--- config.mk ---
export PLATFORM = sky130hd
export DESIGN_NAME = sorted_sequence_merge_flat
export DESIGN_NICKNAME = d
export VERILOG_FILES = /design/src/rtl/core/ssm_pkg.sv /design/src/rtl/core/ssm_req_if.sv /design/src/rtl/core/ssm_rsp_if.sv /design/src/rtl/core/ssm_ctrl.sv /design/src/rtl/core/ssm_dp.sv /design/src/rtl/core/sorted_sequence_merge.sv /design/src/flat_wrapper.sv
export SDC_FILE = /design/constraint.sdc
export NUM_CORES = 2
export LEC_CHECK = 0
export BUFFER_PORTS_ARGS = -buffer_cell sky130_fd_sc_hd__buf_4
export CAP_MARGIN = 30
export CORE_MARGIN = 4
export CORE_UTILIZATION = 60
export DETAILED_ROUTE_END_ITERATION = 8
export HOLD_SLACK_MARGIN = 0.1
export PLACE_DENSITY_LB_ADDON = 0.08
export SYNTH_ARGS = -nofsm -noshare
export SYNTH_HDL_FRONTEND = slang
export SYNTH_SLANG_ARGS = --single-unit
--- constraint.sdc ---
create_clock -name clock -period 8 [get_ports clock]
set_clock_uncertainty 0.1 [all_clocks]
set_input_delay 0.4 -clock clock [delete_from_list [all_inputs] [get_ports clock]]
set_output_delay 0.4 -clock clock [all_outputs]
set_load 0.01 [all_outputs]
--- src/rtl/core/ssm_pkg.sv ---
package ssm_pkg;

   localparam int DATA_W = 32;
   localparam int OP_W = 2;
   localparam int DEPTH_DEFAULT = 32;

   localparam logic [OP_W-1:0] OP_APPEND_A = 2'd0;
   localparam logic [OP_W-1:0] OP_APPEND_B = 2'd1;
   localparam logic [OP_W-1:0] OP_MERGE    = 2'd2;

   // controller to datapath
   typedef struct packed {
      logic append_a;
      logic append_b;
      logic step;
      logic emit_empty;
      logic finish;
   } cmd_type;

   // datapath to controller
   typedef struct packed {
      logic both_empty;
      logic step_last;
      logic slot_free;
   } sts_type;

endpackage

--- src/rtl/core/ssm_req_if.sv ---
interface ssm_req_if;
   logic                                valid;
   logic                                ready;
   logic [ssm_pkg::OP_W-1:0]            op;
   logic signed [ssm_pkg::DATA_W-1:0]   value;

   modport source (output valid, output op, output value, input ready);
   modport sink   (input valid, input op, input value, output ready);
endinterface

--- src/rtl/core/ssm_rsp_if.sv ---
interface ssm_rsp_if;
   logic                                valid;
   logic                                ready;
   logic signed [ssm_pkg::DATA_W-1:0]   value_res;
   logic                                last;
   logic                                empty_res;
   logic                                overflow;

   modport source (output valid, output value_res, output last, output empty_res,
                   output overflow, input ready);
   modport sink   (input valid, input value_res, input last, input empty_res,
                   input overflow, output ready);
endinterface

--- src/rtl/core/ssm_ctrl.sv ---
module ssm_ctrl (
   input  logic                      clock,
   input  logic                      reset,
   input  logic                      req_valid,
   input  logic [ssm_pkg::OP_W-1:0]  req_op,
   output logic                      req_ready,
   input  ssm_pkg::sts_type          sts,
   output ssm_pkg::cmd_type          cmd
);

   typedef enum logic [1:0] {
      ST_IDLE,
      ST_MERGE,
      ST_EMPTY
   } state_type;

   state_type state_ff;
   state_type state_in;

   always_comb begin
      state_in  = state_ff;
      cmd       = '0;
      req_ready = 1'b0;
      case (state_ff)
         ST_IDLE: begin
            req_ready = 1'b1;
            if (req_valid) begin
               case (req_op)
                  ssm_pkg::OP_APPEND_A: cmd.append_a = 1'b1;
                  ssm_pkg::OP_APPEND_B: cmd.append_b = 1'b1;
                  ssm_pkg::OP_MERGE: begin
                     state_in = sts.both_empty ? ST_EMPTY : ST_MERGE;
                  end
                  default: ;
               endcase
            end
         end
         ST_MERGE: begin
            if (sts.slot_free) begin
               cmd.step = 1'b1;
               if (sts.step_last) begin
                  cmd.finish = 1'b1;
                  state_in   = ST_IDLE;
               end
            end
         end
         ST_EMPTY: begin
            if (sts.slot_free) begin
               cmd.emit_empty = 1'b1;
               cmd.finish     = 1'b1;
               state_in       = ST_IDLE;
            end
         end
         default: state_in = ST_IDLE;
      endcase
   end

   always_ff @(posedge clock) begin
      if (reset) begin
         state_ff <= ST_IDLE;
      end else begin
         state_ff <= state_in;
      end
   end

endmodule

--- src/rtl/core/ssm_dp.sv ---
module ssm_dp #(
   parameter int DEPTH = ssm_pkg::DEPTH_DEFAULT
) (
   input  logic                              clock,
   input  logic                              reset,
   input  ssm_pkg::cmd_type                  cmd,
   output ssm_pkg::sts_type                  sts,
   input  logic signed [ssm_pkg::DATA_W-1:0] req_value,
   input  logic                              rsp_ready,
   output logic                              rsp_valid,
   output logic signed [ssm_pkg::DATA_W-1:0] rsp_value_res,
   output logic                              rsp_last,
   output logic                              rsp_empty_res,
   output logic                              rsp_overflow
);

   localparam int CW = $clog2(DEPTH + 1);
   localparam int IW = (DEPTH > 1) ? $clog2(DEPTH) : 1;
   localparam logic [CW-1:0] FULL = CW'(DEPTH);

   logic signed [ssm_pkg::DATA_W-1:0] mem_a [DEPTH];
   logic signed [ssm_pkg::DATA_W-1:0] mem_b [DEPTH];

   logic [CW-1:0] count_a_ff, count_a_in;
   logic [CW-1:0] count_b_ff, count_b_in;
   logic [CW-1:0] ia_ff, ia_in;
   logic [CW-1:0] ib_ff, ib_in;
   logic          dropped_ff, dropped_in;

   logic signed [ssm_pkg::DATA_W-1:0] head_a_ff;
   logic signed [ssm_pkg::DATA_W-1:0] head_b_ff;

   logic                              out_valid_ff, out_valid_in;
   logic signed [ssm_pkg::DATA_W-1:0] out_value_ff;
   logic                              out_last_ff;
   logic                              out_empty_ff;
   logic                              out_overflow_ff;

   logic          a_left, b_left, take_a;
   logic [CW-1:0] ia_next, ib_next;
   logic          load_out;
   logic          step_last;

   assign a_left  = (ia_ff < count_a_ff);
   assign b_left  = (ib_ff < count_b_ff);
   // ties go to a, keeping the merge stable
   assign take_a  = a_left && (!b_left || (head_a_ff <= head_b_ff));
   assign ia_next = CW'(ia_ff + 1'b1);
   assign ib_next = CW'(ib_ff + 1'b1);
   assign step_last = take_a ? ((ia_next == count_a_ff) && (ib_ff == count_b_ff))
                             : ((ia_ff == count_a_ff) && (ib_next == count_b_ff));

   assign load_out = cmd.step || cmd.emit_empty;

   assign sts.both_empty = (count_a_ff == '0) && (count_b_ff == '0);
   assign sts.step_last  = step_last;
   assign sts.slot_free  = !out_valid_ff || rsp_ready;

   always_comb begin
      count_a_in = count_a_ff;
      count_b_in = count_b_ff;
      dropped_in = dropped_ff;
      ia_in      = ia_ff;
      ib_in      = ib_ff;
      if (cmd.append_a) begin
         if (count_a_ff == FULL) dropped_in = 1'b1;
         else count_a_in = CW'(count_a_ff + 1'b1);
      end
      if (cmd.append_b) begin
         if (count_b_ff == FULL) dropped_in = 1'b1;
         else count_b_in = CW'(count_b_ff + 1'b1);
      end
      if (cmd.step) begin
         if (take_a) ia_in = ia_next;
         else ib_in = ib_next;
      end
      if (cmd.finish) begin
         count_a_in = '0;
         count_b_in = '0;
         dropped_in = 1'b0;
         ia_in      = '0;
         ib_in      = '0;
      end
   end

   always_comb begin
      out_valid_in = out_valid_ff && !rsp_ready;
      if (load_out) out_valid_in = 1'b1;
   end

   always_ff @(posedge clock) begin
      if (reset) begin
         count_a_ff   <= '0;
         count_b_ff   <= '0;
         dropped_ff   <= 1'b0;
         ia_ff        <= '0;
         ib_ff        <= '0;
         out_valid_ff <= 1'b0;
      end else begin
         count_a_ff   <= count_a_in;
         count_b_ff   <= count_b_in;
         dropped_ff   <= dropped_in;
         ia_ff        <= ia_in;
         ib_ff        <= ib_in;
         out_valid_ff <= out_valid_in;
      end
   end

   // buffer writes and registered head reads, one port each way
   always_ff @(posedge clock) begin
      if (cmd.append_a && (count_a_ff != FULL)) begin
         mem_a[count_a_ff[IW-1:0]] <= req_value;
      end
      if (cmd.append_b && (count_b_ff != FULL)) begin
         mem_b[count_b_ff[IW-1:0]] <= req_value;
      end
      head_a_ff <= mem_a[ia_in[IW-1:0]];
      head_b_ff <= mem_b[ib_in[IW-1:0]];
   end

   always_ff @(posedge clock) begin
      if (load_out) begin
         out_value_ff    <= cmd.emit_empty ? '0 : (take_a ? head_a_ff : head_b_ff);
         out_last_ff     <= cmd.emit_empty ? 1'b1 : step_last;
         out_empty_ff    <= cmd.emit_empty;
         out_overflow_ff <= dropped_ff;
      end
   end

   assign rsp_valid     = out_valid_ff;
   assign rsp_value_res = out_value_ff;
   assign rsp_last      = out_last_ff;
   assign rsp_empty_res = out_empty_ff;
   assign rsp_overflow  = out_overflow_ff;

endmodule

--- src/rtl/core/sorted_sequence_merge.sv ---
// stable merge of two ascending sequences of signed 32-bit words
// req channel: op 0 appends value to buffer a, op 1 to buffer b, op 2 merges;
//   op 3 is ignored. each buffer holds DEPTH words, a full buffer drops the
//   append and sets a sticky overflow flag
// rsp channel: one word per merged value, smallest first, a before b on ties;
//   last marks the final word, overflow reports the sticky flag. a merge of
//   two empty buffers gives a single word with empty_res and last set
// appends give no word. a merge of n values holds req ready low until its last
//   word is loaded; the first word is presented once the controller has entered
//   its merge state and the output register has loaded, then one per cycle while
//   the receiver takes them, paced by the registered read port of each buffer
// when the receiver stalls the merge waits on the output register, and
//   req is taken again as soon as the last word sits in that register
// reset empties both buffers and clears the overflow flag and the output
//   valid flag; buffer contents are not cleared
module sorted_sequence_merge #(
   parameter int DEPTH = ssm_pkg::DEPTH_DEFAULT
) (
   input logic        clock,
   input logic        reset,
   ssm_req_if.sink    req_bus,
   ssm_rsp_if.source  rsp_bus
);

   ssm_pkg::cmd_type cmd;
   ssm_pkg::sts_type sts;

   ssm_ctrl u_ctrl (
      .clock     (clock),
      .reset     (reset),
      .req_valid (req_bus.valid),
      .req_op    (req_bus.op),
      .req_ready (req_bus.ready),
      .sts       (sts),
      .cmd       (cmd)
   );

   ssm_dp #(
      .DEPTH (DEPTH)
   ) u_dp (
      .clock         (clock),
      .reset         (reset),
      .cmd           (cmd),
      .sts           (sts),
      .req_value     (req_bus.value),
      .rsp_ready     (rsp_bus.ready),
      .rsp_valid     (rsp_bus.valid),
      .rsp_value_res (rsp_bus.value_res),
      .rsp_last      (rsp_bus.last),
      .rsp_empty_res (rsp_bus.empty_res),
      .rsp_overflow  (rsp_bus.overflow)
   );

endmodule

--- src/flat_wrapper.sv ---
// flat-port wrapper written by rule: the top's interface ports become plain ports
module sorted_sequence_merge_flat 
#(
   parameter int DEPTH = ssm_pkg::DEPTH_DEFAULT
)
  (clock, reset, req_bus_valid, req_bus_op, req_bus_value, req_bus_ready, rsp_bus_valid, rsp_bus_value_res, rsp_bus_last, rsp_bus_empty_res, rsp_bus_overflow, rsp_bus_ready);
  ssm_req_if req_bus_i ();
  ssm_rsp_if rsp_bus_i ();
  input logic clock;
  input logic reset;
  input wire logic [$bits(req_bus_i.valid)-1:0] req_bus_valid;
  input wire logic [$bits(req_bus_i.op)-1:0] req_bus_op;
  input wire logic [$bits(req_bus_i.value)-1:0] req_bus_value;
  output wire logic [$bits(req_bus_i.ready)-1:0] req_bus_ready;
  output wire logic [$bits(rsp_bus_i.valid)-1:0] rsp_bus_valid;
  output wire logic [$bits(rsp_bus_i.value_res)-1:0] rsp_bus_value_res;
  output wire logic [$bits(rsp_bus_i.last)-1:0] rsp_bus_last;
  output wire logic [$bits(rsp_bus_i.empty_res)-1:0] rsp_bus_empty_res;
  output wire logic [$bits(rsp_bus_i.overflow)-1:0] rsp_bus_overflow;
  input wire logic [$bits(rsp_bus_i.ready)-1:0] rsp_bus_ready;
  assign req_bus_i.valid = req_bus_valid;
  assign req_bus_i.op = req_bus_op;
  assign req_bus_i.value = req_bus_value;
  assign req_bus_ready = req_bus_i.ready;
  assign rsp_bus_valid = rsp_bus_i.valid;
  assign rsp_bus_value_res = rsp_bus_i.value_res;
  assign rsp_bus_last = rsp_bus_i.last;
  assign rsp_bus_empty_res = rsp_bus_i.empty_res;
  assign rsp_bus_overflow = rsp_bus_i.overflow;
  assign rsp_bus_i.ready = rsp_bus_ready;
  sorted_sequence_merge #(.DEPTH(DEPTH)) u_core (.clock(clock), .reset(reset), .req_bus(req_bus_i), .rsp_bus(rsp_bus_i));
endmodule
## Word-level counts from Yosys, hierarchy flattened

Memory sizes are Yosys's and may differ from the RTL's. A register that Yosys moved wholly into a read port is not among the register bits.
Index checks and enable logic that the tools add are counted.

- $add $sub $neg: 4
- $mul: 0
- Div/mod/pow operators: 0
- Magnitude comparators: 3
- Equal/unequal tests: 17
- Shift-type cells: 0
- Mux-type cells: 36
- Bitwise gates (word level): 3
- Reductions and logical operators: 23

Operators with widths:

| cell | count |
|---|---|
| 32-bit less-or-equal comparator | 1 |
| 32-bit 2-to-1 mux | 1 |
| 5-bit 2-to-1 mux | 6 |
| 6-bit by 1-bit adder with 6-bit output, second input constant | 4 |
| 6-bit == test | 4 |
| 1-bit 2-to-1 mux | 18 |
| 2-bit 2-to-1 mux | 9 |
| 6-bit == test, second input constant | 2 |
| 6-bit logical NOT | 2 |
| 6-bit less-than comparator | 2 |
| 6-bit inequality test, second input constant | 2 |
| 2-bit AND reduction | 4 |
| 1-bit logical AND | 7 |
| 2-bit by 1-bit inequality test with 1-bit output, second input constant | 3 |
| 2-bit one-hot mux with 3 select lines | 1 |
| 5-bit AND reduction | 1 |
| 2-bit by 1-bit == test with 1-bit output, second input constant | 2 |
| 2-bit == test, second input constant | 2 |
| 2-bit logical NOT | 2 |
| 2-bit inequality test, second input constant | 2 |
| 1-bit logical NOT | 3 |
| 1-bit logical OR | 3 |
| 1-bit inverter | 3 |
| 1-bit one-hot mux with 2 select lines | 1 |
| 2-bit OR reduction | 1 |

- Register bits after elaboration: 63
- Latch bits: 0
- Memory bits (writable): 2048
- Memory bits (read-only): 0
- Logic and storage cells: 101
- Memories: 2

Memory list:

| memory | words | bits a word | read ports | clocked after memory_dff | write ports | RTL line | source |
|---|---|---|---|---|---|---|---|
| u_core.u_dp.mem_a | 32 | 32 | 1 | 1 | 1 | ssm_dp.sv:21 | `logic signed [ssm_pkg::DATA_W-1:0] mem_a [DEPTH];` |
| u_core.u_dp.mem_b | 32 | 32 | 1 | 1 | 1 | ssm_dp.sv:22 | `logic signed [ssm_pkg::DATA_W-1:0] mem_b [DEPTH];` |

## Longest topological paths before layout

- Depth after elaboration: 9
- Gate-level depth with buffers: 22
- Depth with buffers taken out: 14

## Hierarchy

Synthesis repeated with hierarchy kept, for this count alone.

- Cell total of the unflattened synthesis: 4533
- Area total of the unflattened synthesis: 84890.2 um2

By module, submodules not included:

| module | times used | cells an instance | area an instance (um2) |
|---|---|---|---|
| ssm_dp | 1 | 4509 | 84677.5 |
| ssm_ctrl | 1 | 24 | 212.7 |

## Worst setup path after synthesis

OpenSTA, ideal clock, no wires.

- Path type: flip-flop to flip-flop
- Start: register u_core.u_ctrl.state_ff[0]
- End: memory u_core.u_dp.mem_a[16][0] (netlist bit) (enable)
- Library setup time: 513 ps
- Arrival: 4387 ps
- Required time: 7387 ps
- Setup slack: 3000 ps
- Cell stages (with the launch flop): 6
- Buffers on the path: 0
- Period minus slack after synthesis: 5000 ps
- Path through: dfxtp_1 > inv_1 > ha_1 > nand2_1 > or2_2 > nor4b_1

- Word-level cells in the longest chain between the ends: 5

RTL lines:

| item | RTL line | source |
|---|---|---|
| start, declared | ssm_ctrl.sv:17 | `state_type state_ff;` |
| start signal, assigned | ssm_ctrl.sv:62 | `state_ff <= state_in;` |
| 2-bit logical NOT | ssm_ctrl.sv:24 | `case (state_ff)` |
| 2-bit 2-to-1 mux | ssm_ctrl.sv:24 |  |
| 1-bit logical AND | ssm_dp.sv:111 | `if (cmd.append_a && (count_a_ff != FULL)) begin` |
| 1-bit 2-to-1 mux | ssm_dp.sv:111 |  |
| 1-bit 2-to-1 mux (not written as such) | ssm_dp.sv:112 | `mem_a[count_a_ff[IW-1:0]] <= req_value;` |
| end, declared | ssm_dp.sv:21 |  |

No other way between the ends.

## Worst setup path in the final report

- Start: register u_core.u_dp.ib_ff[0]
- End: register u_core.u_dp.head_a_ff[27] (netlist bit) (read register of u_core.u_dp.mem_a)

- Word-level cells in the longest chain between the ends: 9
- Elaborated cells between the ends (all ways): 16
- Classes of those cells: add/sub (1); order compare (1); eq/ne (2); mux (7); reduce/logical (5)

RTL lines:

| item | RTL line | source |
|---|---|---|
| start, declared | ssm_dp.sv:27 | `logic [CW-1:0] ib_ff, ib_in;` |
| start signal, assigned | ssm_dp.sv:104 | `ib_ff <= ib_in;` |
| branches (longest 8 deep; another with 6-bit by 1-bit adder with 6-bit output) | -- |  |
| 5-bit 2-to-1 mux (*) | ssm_dp.sv:77 | `if (cmd.finish) begin` |
| end, declared | ssm_dp.sv:30 | `logic signed [ssm_pkg::DATA_W-1:0] head_a_ff;` |

Mark *: on every way between the ends.
A chain may end at the register's enable or synchronous reset.

==> flow_metrics.env <==
export IMPL_seqPwrFrac=0.512
export IMPL_cts_tree="yes"
export IMPL_status="completed"
export IMPL_layout_nets=6055
export IMPL_critPathLaunchType="flop"
export IMPL_slew_headroom=0.261
export IMPL_finalSetupTns_ps=0
export IMPL_power_frac_clock=0.409
export IMPL_yosysWarnings=0
export IMPL_path_cells="inv_4 -> ha_1 -> nand2b_1 -> a21oi_1 -> a211o_1 -> nor3b_1 -> a22oi_1 -> a21oi_2 -> o21ai_2 -> buf_4 -> nand2_2 -> buf_4 -> nand3_1 -> a31oi_1 -> o21ai_1 -> a222oi_1"
export IMPL_antenna_found_initial=20
export IMPL_period_minus_slack_ps=6670
export IMPL_ant_nets=0
export IMPL_netlist_area_um2=88900
export IMPL_synth_area_per_cell_um2=15.0
export IMPL_crit_top_cell="buf_4"
export IMPL_synth_edf_count=2083
export IMPL_initial_core_util=0.607
export IMPL_clock_latency_ps=850
export IMPL_cts_repair_resize_count=0
export IMPL_grt_busiest_layer="met1"
export IMPL_p_per_area_nw_per_um2=249
export IMPL_grt_usage=0.356
export IMPL_cp_slowest_cell="a222oi_1"
export IMPL_synth_seq_area_share=0.725
export IMPL_finalMaxSlewViolations=0
export IMPL_cp_num_buf_inv=3
export IMPL_synth_cell_types=83
export IMPL_power_switching_uw=5900
export IMPL_hp_class="input port to flop"
export IMPL_place_gp_congestion=0.893
export IMPL_max_stage_delay_ps=950
export IMPL_ys_flop_type="edfxtp_1"
export IMPL_rsz0062_at_grt="false"
export IMPL_dieArea_um2=154000
export IMPL_final_setup_viol_count=0
export IMPL_crit_required_ps=8530
export IMPL_hold_viol=0
export IMPL_tightest_slew_ps=1100
export IMPL_p_int_uw=19000
export IMPL_dp_hpwl_mm=152
export IMPL_pwr_share_comb=0.079
export IMPL_wl_mm=278
export IMPL_port_buffers=74
export IMPL_yosys_register_bits=2175
export IMPL_area_delta_synth_final_pct=12.4
export IMPL_grtUsageMet1=0.520
export IMPL_async_reset_ff_frac=0
export IMPL_grt_pass1_wl_mm=396
export IMPL_post_cts_buffers=0
export IMPL_die_x_um=393
export IMPL_via_per_inst=7.37
export IMPL_design_core_area_um2=146000
export IMPL_cts_max_path_buffers=3
export IMPL_cts_made_buffers=211
export IMPL_h_tree_depth=4
export IMPL_layout_drive_gt1_share=0.143
export IMPL_gr_total_overflow=0
export IMPL_cp_max_fo=53
export IMPL_placementRows=140
export IMPL_cp_top_family="compound AO/OA/AOI/OAI gates"
export IMPL_post_route_drc_count=0
export IMPL_grt_pass1_vias=55700
export IMPL_setup_worst_path_class="flop to flop"
export IMPL_clk_pin_slew_ps=60
export IMPL_leakage_uw=0.0324
export IMPL_met3_usage=0.116
export IMPL_synthCells=5939
export IMPL_ios=75
export IMPL_fmax_mhz=150
export IMPL_grt_max_degree=138
export IMPL_ir_drop_mv=0.243
export IMPL_die_y_um=393
export IMPL_vias=59500
export IMPL_syn_nets=6034
export IMPL_dr_pass1_iters=8
export IMPL_clock_tree_root_cell="clkbuf_16"
export IMPL_gr_usage_met2=0.513
export IMPL_drt_iter0_drc=9343
export IMPL_wl_per_cell_um=34.5
export IMPL_max_cap_violations=0
export IMPL_clock_sinks=2175
export IMPL_fin_util=0.682
export IMPL_power_share_switching=0.237
export IMPL_arrival_ps=7200
export IMPL_fin_crit_sh=0.834
export IMPL_end_kind="flop"
==> layout make-up <==
type                            instances  area, um2
Inverter                               59        224
Clock buffer                          255       5580
Tap cell                             1917       2400
Timing Repair Buffer                  303       2740
Clock inverter                        144       1550
Fill cell                            9735      46500
Sequential cell                      2175      64400
Antenna cell                            9       22.5
Multi-Input combinational cell       3210      23000
==> worst reg2reg max path, stage by stage (launching register included) <==
cell      delay [ps]
dfxtp_4          590
inv_4            550
ha_1             260
nand2b_1         100
a21oi_1           70
a211o_1          330
nor3b_1          390
a22oi_1          250
a21oi_2          690
o21ai_2          350
buf_4            320
nand2_2          470
buf_4            490
nand3_1          170
a31oi_1          230
o21ai_1          160
a222oi_1         950
==> sequential cells by signal, summed over array words and instances (netlist names), 2 cells and up <==
name	cells
u_core.u_dp.ib_ff	6
u_core.u_dp.count_a_ff	6
u_core.u_dp.head_b_ff	32
u_core.u_dp.rsp_value_res	32
u_core.u_dp.mem_a	1024
u_core.u_dp.mem_b	1024
u_core.u_dp.ia_ff	6
u_core.u_ctrl.state_ff	2
u_core.u_dp.count_b_ff	6
u_core.u_dp.head_a_ff	32
==> Yosys cell counts, types with 69 or more instances <==
| cell | number | area (um2) |
|---|---|---|
| buf_2 | 69 | 345 |
| nand3_1 | 308 | 1540 |
| a221oi_1 | 573 | 5020 |
| edfxtp_1 | 2083 | 62500 |
| mux2i_1 | 190 | 1900 |
| a21oi_1 | 267 | 1340 |
| a31oi_1 | 108 | 676 |
| dfxtp_1 | 92 | 1840 |
| nor2_1 | 204 | 766 |
| o21ai_0 | 286 | 1430 |
| clkbuf_1 | 376 | 1410 |
| a311oi_1 | 91 | 797 |
| nand2_1 | 246 | 923 |
| a211oi_1 | 92 | 691 |
| and3_1 | 86 | 538 |
| mux2_2 | 89 | 1000 |
==> logic make-up (layout without fill, tap and decap cells) <==
family,count (synthesis),in the layout,share of synthesized area
muxes,294,294,0.0352
DFF,2175,2175,0.725
other,0,9,0
and+or+nand+nor,1087,1087,0.0601
buffers and inverters,554,761,0.0249
AOI/OAI and AO/OA,1741,1741,0.144
adders and majority gates,57,57,0.00803
xor gates and xnor gates,31,31,0.00335
==> repair_timing <==
| item | CTS | global route |
|---|---|---|
| endpoints found under the setup margin | 0 | 0 |
| hold endpoints to repair | 336 | 64 |
| hold buffers | 25 | 1 |
==> routing by layer <==
layer / wire, um / share of wire
met5: 60 / 0.00022
met3: 40700 / 0.15
met2: 121000 / 0.44
met1: 107000 / 0.39
met4: 9180 / 0.033
==> final timing paths <==
check	from	to	slack (ps)	cells past startpoint
setup / recovery	u_core.u_dp.ib_ff[0]	u_core.u_dp.head_a_ff[27]	1330	16
setup reg to reg	u_core.u_dp.ib_ff[0]	u_core.u_dp.head_a_ff[27]	1330	16
hold / removal	req_bus_value[20]	u_core.u_dp.mem_b[18][20]	140	1
hold reg to reg	u_core.u_ctrl.state_ff[0]	u_core.u_ctrl.state_ff[0]	380	2
==> placed cells by master (no fill, tap or decap), drive strengths merged, types with 57 or more instances in the layout <==
| master | netlist | routed |
|---|---|---|
| clkinv | 6 | 102 |
| inv | 53 | 57 |
| mux2 | 104 | 104 |
| a211oi | 93 | 93 |
| o21ai | 310 | 310 |
| a311oi | 91 | 91 |
| clkbuf | 376 | 255 |
| a21oi | 270 | 270 |
| buf | 119 | 277 |
| nand2 | 249 | 249 |
| dfxtp | 92 | 92 |
| edfxtp | 2083 | 2083 |
| ha | 57 | 57 |
| mux2i | 190 | 190 |
| and3 | 86 | 86 |
| a31oi | 108 | 108 |
| nor2 | 206 | 206 |
| a221oi | 588 | 588 |
| nand3 | 310 | 310 |
==> power by group through the flow <==
stage,combinational (uW),sequential (uW),clock (uW)
2_1_floorplan,912,12900,0
3_3_place_gp,1860,13000,0
3_5_place_dp,1890,13000,0
4_1_cts,1920,12700,10200
5_1_grt,2070,12700,10700
6_report,1980,12700,10200
==> through the flow <==
step	power, uW	cell area [um2]	setup WS (ps)	instances	hold slack (ps)
final	24900	99900	1330	8072	139
after global routing	25500	99900	1030	8065	142
after detailed placement	14900	92400	1550	7630	372
after CTS	24900	99800	1420	8054	103
after global placement	14800	92200	1530	7618	358
after floorplan	13900	88900	3000	5939	309
Power figures use the tool's default switching activity.
